File: src/hdl/lphm_pkg.sv
package lphm_pkg;

  localparam logic [63:0] MIX_MUL   = 64'hff51afd7ed558ccd;
  localparam int          MIX_SHIFT = 33;
  localparam int          COUNT_W   = 11;

  typedef enum logic [1:0] {
    ACT_PUT = 2'd0,
    ACT_GET = 2'd1,
    ACT_HAS = 2'd2,
    ACT_NOP = 2'd3
  } action_t;

  typedef enum logic [1:0] {
    ST_OK   = 2'd0,
    ST_MISS = 2'd1,
    ST_FULL = 2'd2
  } status_t;

  typedef struct packed {
    action_t            action;
    logic signed [63:0] key;
    logic signed [63:0] value;
  } in_t;

  typedef struct packed {
    logic signed [63:0]  result_value;
    status_t             status;
    logic [COUNT_W-1:0]  entry_count;
  } out_t;

endpackage

File: src/hdl/lphm_mix_unit.sv
module lphm_mix_unit #(
  parameter int SLOT_BITS = 10
) (
  input  logic                 clk,
  input  logic                 rst_n,
  input  logic                 start,
  input  logic [63:0]          key,
  output logic                 done,
  output logic [SLOT_BITS-1:0] home
);

  localparam logic [31:0] MUL_LO = lphm_pkg::MIX_MUL[31:0];
  localparam logic [31:0] MUL_HI = lphm_pkg::MIX_MUL[63:32];

  typedef enum logic [4:0] {
    M_IDLE = 5'b00001,
    M_LL   = 5'b00010,
    M_HL   = 5'b00100,
    M_LH   = 5'b01000,
    M_SUM  = 5'b10000
  } phase_t;

  phase_t      phase_r, phase_nxt;
  logic [63:0] h1_r;
  logic [63:0] prod_r;
  logic [63:0] acc_r;
  logic [31:0] mul_a;
  logic [31:0] mul_b;
  logic [63:0] mul_p;
  logic [63:0] mix_sum;
  logic [63:0] mix;

  always_comb begin
    phase_nxt = phase_r;
    unique case (phase_r)
      M_IDLE: if (start) phase_nxt = M_LL;
      M_LL:   phase_nxt = M_HL;
      M_HL:   phase_nxt = M_LH;
      M_LH:   phase_nxt = M_SUM;
      M_SUM:  phase_nxt = M_IDLE;
      default: phase_nxt = M_IDLE;
    endcase
  end

  // one 32x32 multiplier: lo*lo, hi*lo, lo*hi (low 64 bits of the product)
  assign mul_a = (phase_r == M_HL) ? h1_r[63:32] : h1_r[31:0];
  assign mul_b = (phase_r == M_LH) ? MUL_HI : MUL_LO;
  assign mul_p = mul_a * mul_b;

  assign mix_sum = acc_r + {prod_r[31:0], 32'd0};
  assign mix     = mix_sum ^ (mix_sum >> lphm_pkg::MIX_SHIFT);
  assign home    = mix[SLOT_BITS-1:0];
  assign done    = (phase_r == M_SUM);

  always_ff @(posedge clk) begin
    if (!rst_n) begin
      phase_r <= M_IDLE;
    end else begin
      phase_r <= phase_nxt;
    end
  end

  always_ff @(posedge clk) begin
    if (phase_r == M_IDLE && start) begin
      h1_r <= key ^ (key >> lphm_pkg::MIX_SHIFT);
    end
    prod_r <= mul_p;
    if (phase_r == M_HL) begin
      acc_r <= prod_r;
    end else if (phase_r == M_LH) begin
      acc_r[63:32] <= acc_r[63:32] + prod_r[31:0];
    end
  end

endmodule

File: config.mk
export PLATFORM = sky130hd
export DESIGN_NAME = lphm_mix_unit
export DESIGN_NICKNAME = d
export VERILOG_FILES = /design/src/hdl/lphm_pkg.sv /design/src/hdl/lphm_mix_unit.sv
export SDC_FILE = /design/constraint.sdc
export NUM_CORES = 1
export LEC_CHECK = 0
export ABC_CLOCK_PERIOD_IN_PS = 17900
export BUFFER_PORTS_ARGS = -buffer_cell sky130_fd_sc_hd__buf_4
export CORE_ASPECT_RATIO = 0.7
export CORE_MARGIN = 1.5
export CORE_UTILIZATION = 65
export DETAILED_ROUTE_END_ITERATION = 8
export GPL_TIMING_DRIVEN = 0
export PLACE_DENSITY_LB_ADDON = 0.25
export SYNTH_ARGS = -nofsm -noshare
export SYNTH_HDL_FRONTEND = slang
export SYNTH_SLANG_ARGS = --single-unit
File: constraint.sdc
create_clock -name clk -period 17.9 [get_ports clk]
set_clock_uncertainty 0.05 [all_clocks]
set_input_delay 0.895 -clock clk [delete_from_list [all_inputs] [get_ports clk]]
set_output_delay 0.895 -clock clk [all_outputs]
set_load 0.02 [all_outputs]
* Word level (Yosys, flattened, before mapping) *
Index checks and enable logic that the tools add are counted.

operators by class
  $add $sub $neg = 2
  $mul = 1
  div/mod/pow operators = 0
  order comparisons = 0
  equal/unequal tests = 6
  shift operators = 0
  muxes and demuxes = 6
  bitwise logic cells = 2
  reduce and logical (&&, ||, !) cells = 2

operators with widths
  kind                                                             count
  32-bit 2-to-1 mux                                                3
  32-bit by 32-bit multiplier with 64-bit output                   1
  64-bit by 31-bit bitwise XOR with 64-bit output                  1
  43-bit adder                                                     1
  32-bit adder                                                     1
  29-bit 2-to-1 mux                                                1
  5-bit case mux with 4 select lines                               1
  10-bit bitwise XOR                                               1
  5-bit by 1-bit == test with 1-bit output, second input constant  1
  5-bit by 2-bit == test with 1-bit output, second input constant  1
  5-bit by 3-bit == test with 1-bit output, second input constant  1
  5-bit by 4-bit == test with 1-bit output, second input constant  1
  5-bit == test, second input constant                             1
  5-bit 2-to-1 mux                                                 1
  2-bit inequality test, second input constant                     1
  2-bit nonzero test                                               1
  1-bit logical AND                                                1

storage, ports and cells
  register bits after elaboration = 197
  bits in latches = 0
  memory bits (writable) = 0
  memory bits (read-only) = 0
  input bits = 67
  memories kept = 0

* Depth between registers and ports, before layout *
Gate-level depths: netlist of the first run.

  depth after elaboration = 3
  gate-level depth with buffers = 32
  mapped depth without buffers = 32

* Worst setup path before layout of the first run *
Ideal clock, no wire load.

  path kind = reg2reg
  start point = reg phase_r[0]
  end point = reg prod_r[42]
  library setup time = 0.121 ns
  arrival time = 7.789 ns
  path slack = 9.940 ns
  stages on the path, launching flop included = 28
  path buffers = 1
  cells stage by stage = dfxtp_1 -> nor3_4 -> nand2_4 -> inv_6 -> buf_4 -> mux2i_1 -> inv_1 -> nand2_1 -> inv_1 -> fa_1 -> fa_1 -> fa_1 -> inv_1 -> fa_1 -> inv_1 -> fa_1 -> ha_1 -> fa_1 -> inv_1 -> fa_1 -> inv_1 -> ha_1 -> o41ai_1 -> o21ai_1 -> a2111oi_2 -> nor2_1 -> a41o_1 -> xnor2_1

on the way
  word-level cells in the longest chain between the ends = 3
  elaborated cells on any way between the ends = 5
  classes of those cells = 1 x mul; 2 x eq/ne; 2 x mux

RTL lines
  what                                                                                                  RTL line                                  RTL
  start, declared                                                                                       lphm_mix_unit.sv:23                       phase_t phase_r, phase_nxt;
  start signal, assigned                                                                                lphm_mix_unit.sv:59                       phase_r <= phase_nxt;
  5-bit by 3-bit == test with 1-bit output or 5-bit by 4-bit == test with 1-bit output (tied branches)  lphm_mix_unit.sv:46, lphm_mix_unit.sv:47
  32-bit 2-to-1 mux or 29-bit 2-to-1 mux (tied branches)                                                lphm_mix_unit.sv:46, lphm_mix_unit.sv:47
  32-bit by 32-bit multiplier with 64-bit output (*)                                                    lphm_mix_unit.sv:48                       assign mul_p = mul_a * mul_b;
  net mul_p[42]                                                                                         lphm_mix_unit.sv:29                       logic [63:0] mul_p;
  end signal, assigned                                                                                  lphm_mix_unit.sv:67                       prod_r <= mul_p;
  end, declared                                                                                         lphm_mix_unit.sv:25                       logic [63:0] prod_r;

The timed path passes the listed nets; every way through them passes the cells marked *.
A chain may end at the register's enable or synchronous reset.

* Worst setup path in the final report of the first run *
  start point = reg phase_r[2]
  end point = reg prod_r[42]

The elaborated chain is that of the path after synthesis.

==> impl_metrics.tcl, run 1 <==
set metrics [dict create \
    synthToLayoutAreaGrowth_pct 6.82 \
    worstHoldPathCells 0 \
    synthesis.nets 2947 \
    syn_inst 2098 \
    cp-end-kind "register" \
    tns_ns 0 \
    track_usage_pct 38.8 \
    antenna_found_initial 0 \
    cp_max_fo 12 \
    period_minus_slack_ns 10.43 \
    clk_latency_ns 0.35 \
    synth-edff-count 85 \
    io_pins 78 \
    tightest_slew_ns 1.44 \
    viasPerCell 5.63 \
    drive_gt1_share_pct 5.69 \
    layout.cells.non_filler 2633 \
    start_util_pct 66.2 \
    core_mm2 0.0336 \
    async_flop_share_pct 0 \
    post-cts-setup-buffer-count 0 \
    n_fill_cell 2554 \
    grt-ovfl-total 0 \
    slew_viol_final 0 \
    synth_top_area_share_pct 43.4 \
    avgSynthCellArea_um2 10.6 \
    crit_required_ns 18.07 \
    cts-buffers-inserted 9 \
    dpl.cell_count 2614 \
    die_w_um 224 \
    dp_hpwl_mm 55.6 \
    hold_slack_ns 0.401 \
    cp-startpoint "phase_r[2]" \
    firstDrtPassIters 8 \
    max_freq_mhz 95.9 \
    hold_viol_final 0 \
    drcViolationCount 0 \
    vias 14800 \
    grt_pass1_vias 16200 \
    cap_viol_max_count 0 \
    ys_warn_count 0 \
    grt_max_degree 35 \
    synth-seq-cells 112 \
    holdPathEnd "acc_r[8]" \
    worst_path_largest_cell_delay_ns 1.10 \
    place_congestion 1.06 \
    cts_buffer_depth 2 \
    worstReg2RegEnd "prod_r[42]" \
    min_from "prod_r[8]" \
    cp_slowest_cell "mux2i_1" \
    reg2reg_from "phase_r[2]" \
    ant_nets 0 \
    worstPathArrival_ns 10.60 \
    postCtsHoldBufs 0 \
    nNetsFinal 3041 \
    clockRootBuffer "clkbuf_16" \
    synth_cell_types 63 \
    rsz0062_at_grt "no" \
    row_count 56 \
    tritoncts "yes" \
    maxSlewHeadroom_pct 3.53 \
    synth_commonest_cells "inv_1 (668), fa_1 (482), ha_1 (300)" \
    clkSinkCount 112 \
    ys.flop_type "edfxtp_1" \
    status "finished, final reports clean" \
    cpMostUsedCell "fa_1" \
    cts_htree_levels 3 \
    dpl-instance-area_mm2 0.0234 \
    dieHeight_um 158 \
    drtIter0Drc 1308 \
    multiInputGateArea_mm2 0.0165 \
    netlist_area_mm2 0.0222 \
    reg2reg_depth 28 \
    synthTopCellsByArea "fa_1 (43%), ha_1 (17%), edfxtp_1 (11%)" \
    startpoint_type "register" \
    dieArea_mm2 0.0353 \
    fin_area_mm2 0.0237 \
    setup_viol 0 \
    period_share_pct 58.3 \
    wire_per_inst_um 24.1 \
    synth_top_area_cell "fa_1" \
    grt_pass1_wl_mm 97.3 \
    place.port_buffers 77 \
    min_path_type "reg2reg" \
    criticalPathCategory "reg2reg" \
    cts_resized 0 \
    synth.most_common_cell "inv_1" \
    reg2reg_slack_ns 7.47 \
    clk_pin_slew_ns 0.08 \
    totalWireLength_mm 63.5 \
    ff_latch_area_mm2 0.00309 \
    yosysSeqAreaShare_pct 13.9 \
]
placed cells by master (no fill, tap or decap), types with 3 or more instances in the layout:
cell / n
nand3_1: 10
mux2i_2: 9
buf_4: 81
nor3_1: 7
edfxtp_1: 85
and3_1: 6
inv_6: 3
dfxtp_1: 27
xor2_1: 52
a21o_1: 30
mux2i_1: 14
xnor2_1: 49
nand2_1: 105
fa_1: 482
a21oi_1: 46
o21a_1: 4
and2_1: 3
nor2_1: 53
o21bai_1: 3
nor2b_1: 4
ha_1: 300
inv_1: 668
or2_2: 3
clkbuf_16: 9
nand4_1: 6
o211ai_1: 3
a211oi_1: 4
clkbuf_1: 37
o21ai_0: 39
kinds of logic after synthesis:
family                     share of synthesized area [%]
and+or+nand+nor                                     4.32
AOI/OAI and AO/OA                                   4.31
adders and majority gates                           60.3
xor gates and xnor gates                            3.98
DFF                                                 13.9
buffers and inverters                               12.1
other                                             0.0169
muxes                                               1.07
worst max-delay path, delay by kind of cell (launching register included):
kind	cells	cell delay [ns]
fa+ha+maj	9	3.99
buf+inv	8	1.68
compound gates	5	1.64
simple gates	4	1.22
mux	1	1.10
flops	1	0.44
xor+xnor	1	0.12
stage by stage:
stage	worst slack (ns)	util, %
4_1_cts	7.49	70.6
3_5_place_dp	7.59	69.8
5_1_grt	7.26	70.7
3_3_place_gp	7.66	69.6
6_report	7.47	70.7
2_1_floorplan	9.94	-
routing by layer:
layer	wire length [µm]	track usage (%)
met4	1350	7.88
met3	8830	16.3
met5	0	0
met1	27400	56.0
met2	25900	54.9
registers in the layout, summed over array words and instances (netlist names):
signal and cells:
h1_r 64, prod_r 22, acc_r 21, phase_r 5
worst max path at each step:
| stage | to | slack (ns) |
|---|---|---|
| 2_1_floorplan | prod_r[42] | 9.94 |
| 3_3_place_gp | prod_r[42] | 7.66 |
| 3_5_place_dp | prod_r[42] | 7.59 |
| 4_1_cts | prod_r[42] | 7.49 |
| 5_1_grt | prod_r[42] | 7.26 |
| 6_report | prod_r[42] | 7.47 |
cell type report:
class / instances / area share, %
multi-input cells: 1274 / 69.4
flip-flops and latches: 112 / 13.0
inverters: 670 / 10.6
repair buffers: 83 / 2.71
well taps: 435 / 2.29
clock buffers: 9 / 0.949
plain buffers: 42 / 0.690
clock inverters: 7 / 0.285
diodes: 1 / 0.0105
Power of run 1 is left out: the tool's default activity adds up to more than one toggle a clock period on the data nets, which glitch-free logic cannot reach.
==> run 2: changes to the inputs <==
--- a/config.mk
+++ b/config.mk
@@ -5,11 +5,11 @@
 export SDC_FILE = /design/constraint.sdc
 export NUM_CORES = 1
 export LEC_CHECK = 0
-export ABC_CLOCK_PERIOD_IN_PS = 17900
+export ABC_CLOCK_PERIOD_IN_PS = 8940
 export BUFFER_PORTS_ARGS = -buffer_cell sky130_fd_sc_hd__buf_4
 export CORE_ASPECT_RATIO = 0.7
 export CORE_MARGIN = 1.5
-export CORE_UTILIZATION = 65
+export CORE_UTILIZATION = 59
 export DETAILED_ROUTE_END_ITERATION = 8
 export GPL_TIMING_DRIVEN = 0
 export PLACE_DENSITY_LB_ADDON = 0.25
==> constraint.sdc (replaced) <==
create_clock -name clk -period 8.94 [get_ports clk]
set_clock_uncertainty 0.05 [all_clocks]
set_input_delay 0.447 -clock clk [delete_from_list [all_inputs] [get_ports clk]]
set_output_delay 0.447 -clock clk [all_outputs]
set_load 0.02 [all_outputs]
==> impl_metrics.tcl, run 2 (same netlist as run 1, synthesis figures left out) <==
set metrics [dict create \
    dpl-instance-area_mm2 0.0235 \
    ant_nets 0 \
    cts_htree_levels 3 \
    cap_viol_max_count 0 \
    min_path_type "in2reg" \
    place_congestion 0.998 \
    reg2reg_from "phase_r[4]" \
    cts_buffer_depth 2 \
    clk_pin_slew_ns 0.09 \
    mostFrequentLayoutCells "inv_1 (650), fa_1 (481), ha_1 (300), buf_4 (119), nand2_1 (94)" \
    layout_commonest_cell "inv_1" \
    wire_per_inst_um 23.5 \
    grt-ovfl-total 0 \
    grt_max_degree 39 \
    status "finished, final reports clean" \
    n_fill_cell 2920 \
    fin_area_mm2 0.0247 \
    firstDrtPassIters 5 \
    clkSinkCount 112 \
    dp_hpwl_mm 54.8 \
    hold_viol_final 0 \
    cp-startpoint "phase_r[4]" \
    clk_latency_ns 0.36 \
    postCtsHoldBufs 0 \
    slew_viol_final 0 \
    dieArea_mm2 0.0389 \
    cp_max_fo 10 \
    io_pins 78 \
    tritoncts "yes" \
    multiInputGateArea_mm2 0.0168 \
    largest_reg_flops 64 \
    drive_gt1_share_pct 10.4 \
    track_usage_pct 35.3 \
    worst_path_largest_cell_delay_ns 0.57 \
    cpMostUsedCell "fa_1" \
    cts-buffers-inserted 9 \
    ff_latch_area_mm2 0.00309 \
    nNetsFinal 3089 \
    vias 14900 \
    cp-end-kind "register" \
    row_count 59 \
    start_util_pct 59.8 \
    period_minus_slack_ns 8.71 \
    cp_slowest_cell "fa_1" \
    startpoint_type "register" \
    drtIter0Drc 1122 \
    core_mm2 0.0371 \
    max_freq_mhz 115 \
    totalWireLength_mm 64.1 \
    clockRootBuffer "clkbuf_16" \
    worstPathArrival_ns 8.93 \
    antenna_found_initial 1 \
    synthToLayoutAreaGrowth_pct 11.0 \
    top_register "h1_r" \
    drcViolationCount 0 \
    maxSlewHeadroom_pct 32.0 \
    crit_required_ns 9.16 \
    setup_viol 0 \
    die_w_um 235 \
    tightest_slew_ns 1.02 \
    top_regs "h1_r x64, prod_r x22, acc_r x21" \
    viasPerCell 5.46 \
    place.port_buffers 77 \
    grt_pass1_wl_mm 97.5 \
    dieHeight_um 165 \
    cp_top_family "adder cells" \
    min_from "key[32]" \
    period_share_pct 97.5 \
    criticalPathCategory "reg2reg" \
    path_buf_inv 6 \
    grt_pass1_vias 16500 \
]
==> run 2: changes by cell type in the layout (fill, tap and decap cells not counted), moves of 8 or more <==
cell and change:
buf_4 +38, clkinvlp_4 +19, nand2_2 +8, mux2i_4 +14
mux2i_1 -10, nand2_1 -11, inv_1 -18, buf_12 +8
==> run 2: worst paths after layout <==
path | to | slack (ns) | depth (start not counted)
max | prod_r[33] | 0.23 | 26
min | h1_r[32] | 0.21 | 1
max reg2reg | prod_r[33] | 0.23 | 26
min reg2reg | acc_r[9] | 0.41 | 0
==> run 2: routing by layer <==
| layer | GRT usage, % | vias up | wire length (µm) |
|---|---|---|---|
| li1 | - | 6579 | - |
| met1 | 47.5 | 7621 | 26600 |
| met2 | 51.6 | 663 | 27000 |
| met3 | 17.1 | 79 | 9190 |
| met4 | 7.88 | 2 | 1230 |
| met5 | 2.15 | - | 112 |
==> run 2: layout make-up <==
type / instances / area share (%)
sequential: 112 / 12.5
buffer: 41 / 0.816
tap: 488 / 2.47
antenna: 2 / 0.0203
clock buffer: 9 / 0.913
inverter: 670 / 10.5
timing repair buffer: 132 / 4.50
multi-input combinational: 1274 / 67.9
clock inverter: 7 / 0.294
==> run 2: repair_timing <==
action                                  in CTS  in global routing
buffers inserted                            26                 22
pin swaps                                    1                  2
endpoints found under the setup margin      11                 11
gates resized for setup                     61                 39
==> run 2: through the flow <==
step	setup TNS [ns]	util, %	setup WS (ns)	hold slack, ns	instances
floorplan	0	-	0.980	0.365	2098
global placement	-17.95	63.0	-1.87	0.373	2663
detailed placement	-13.17	63.4	-1.47	0.379	2670
CTS	0	65.5	0.00700	0.199	2711
global route	-0.0248	66.4	-0.0248	0.192	2734
finish	0	66.4	0.228	0.208	2735
Power of run 2 is left out for the same reason.
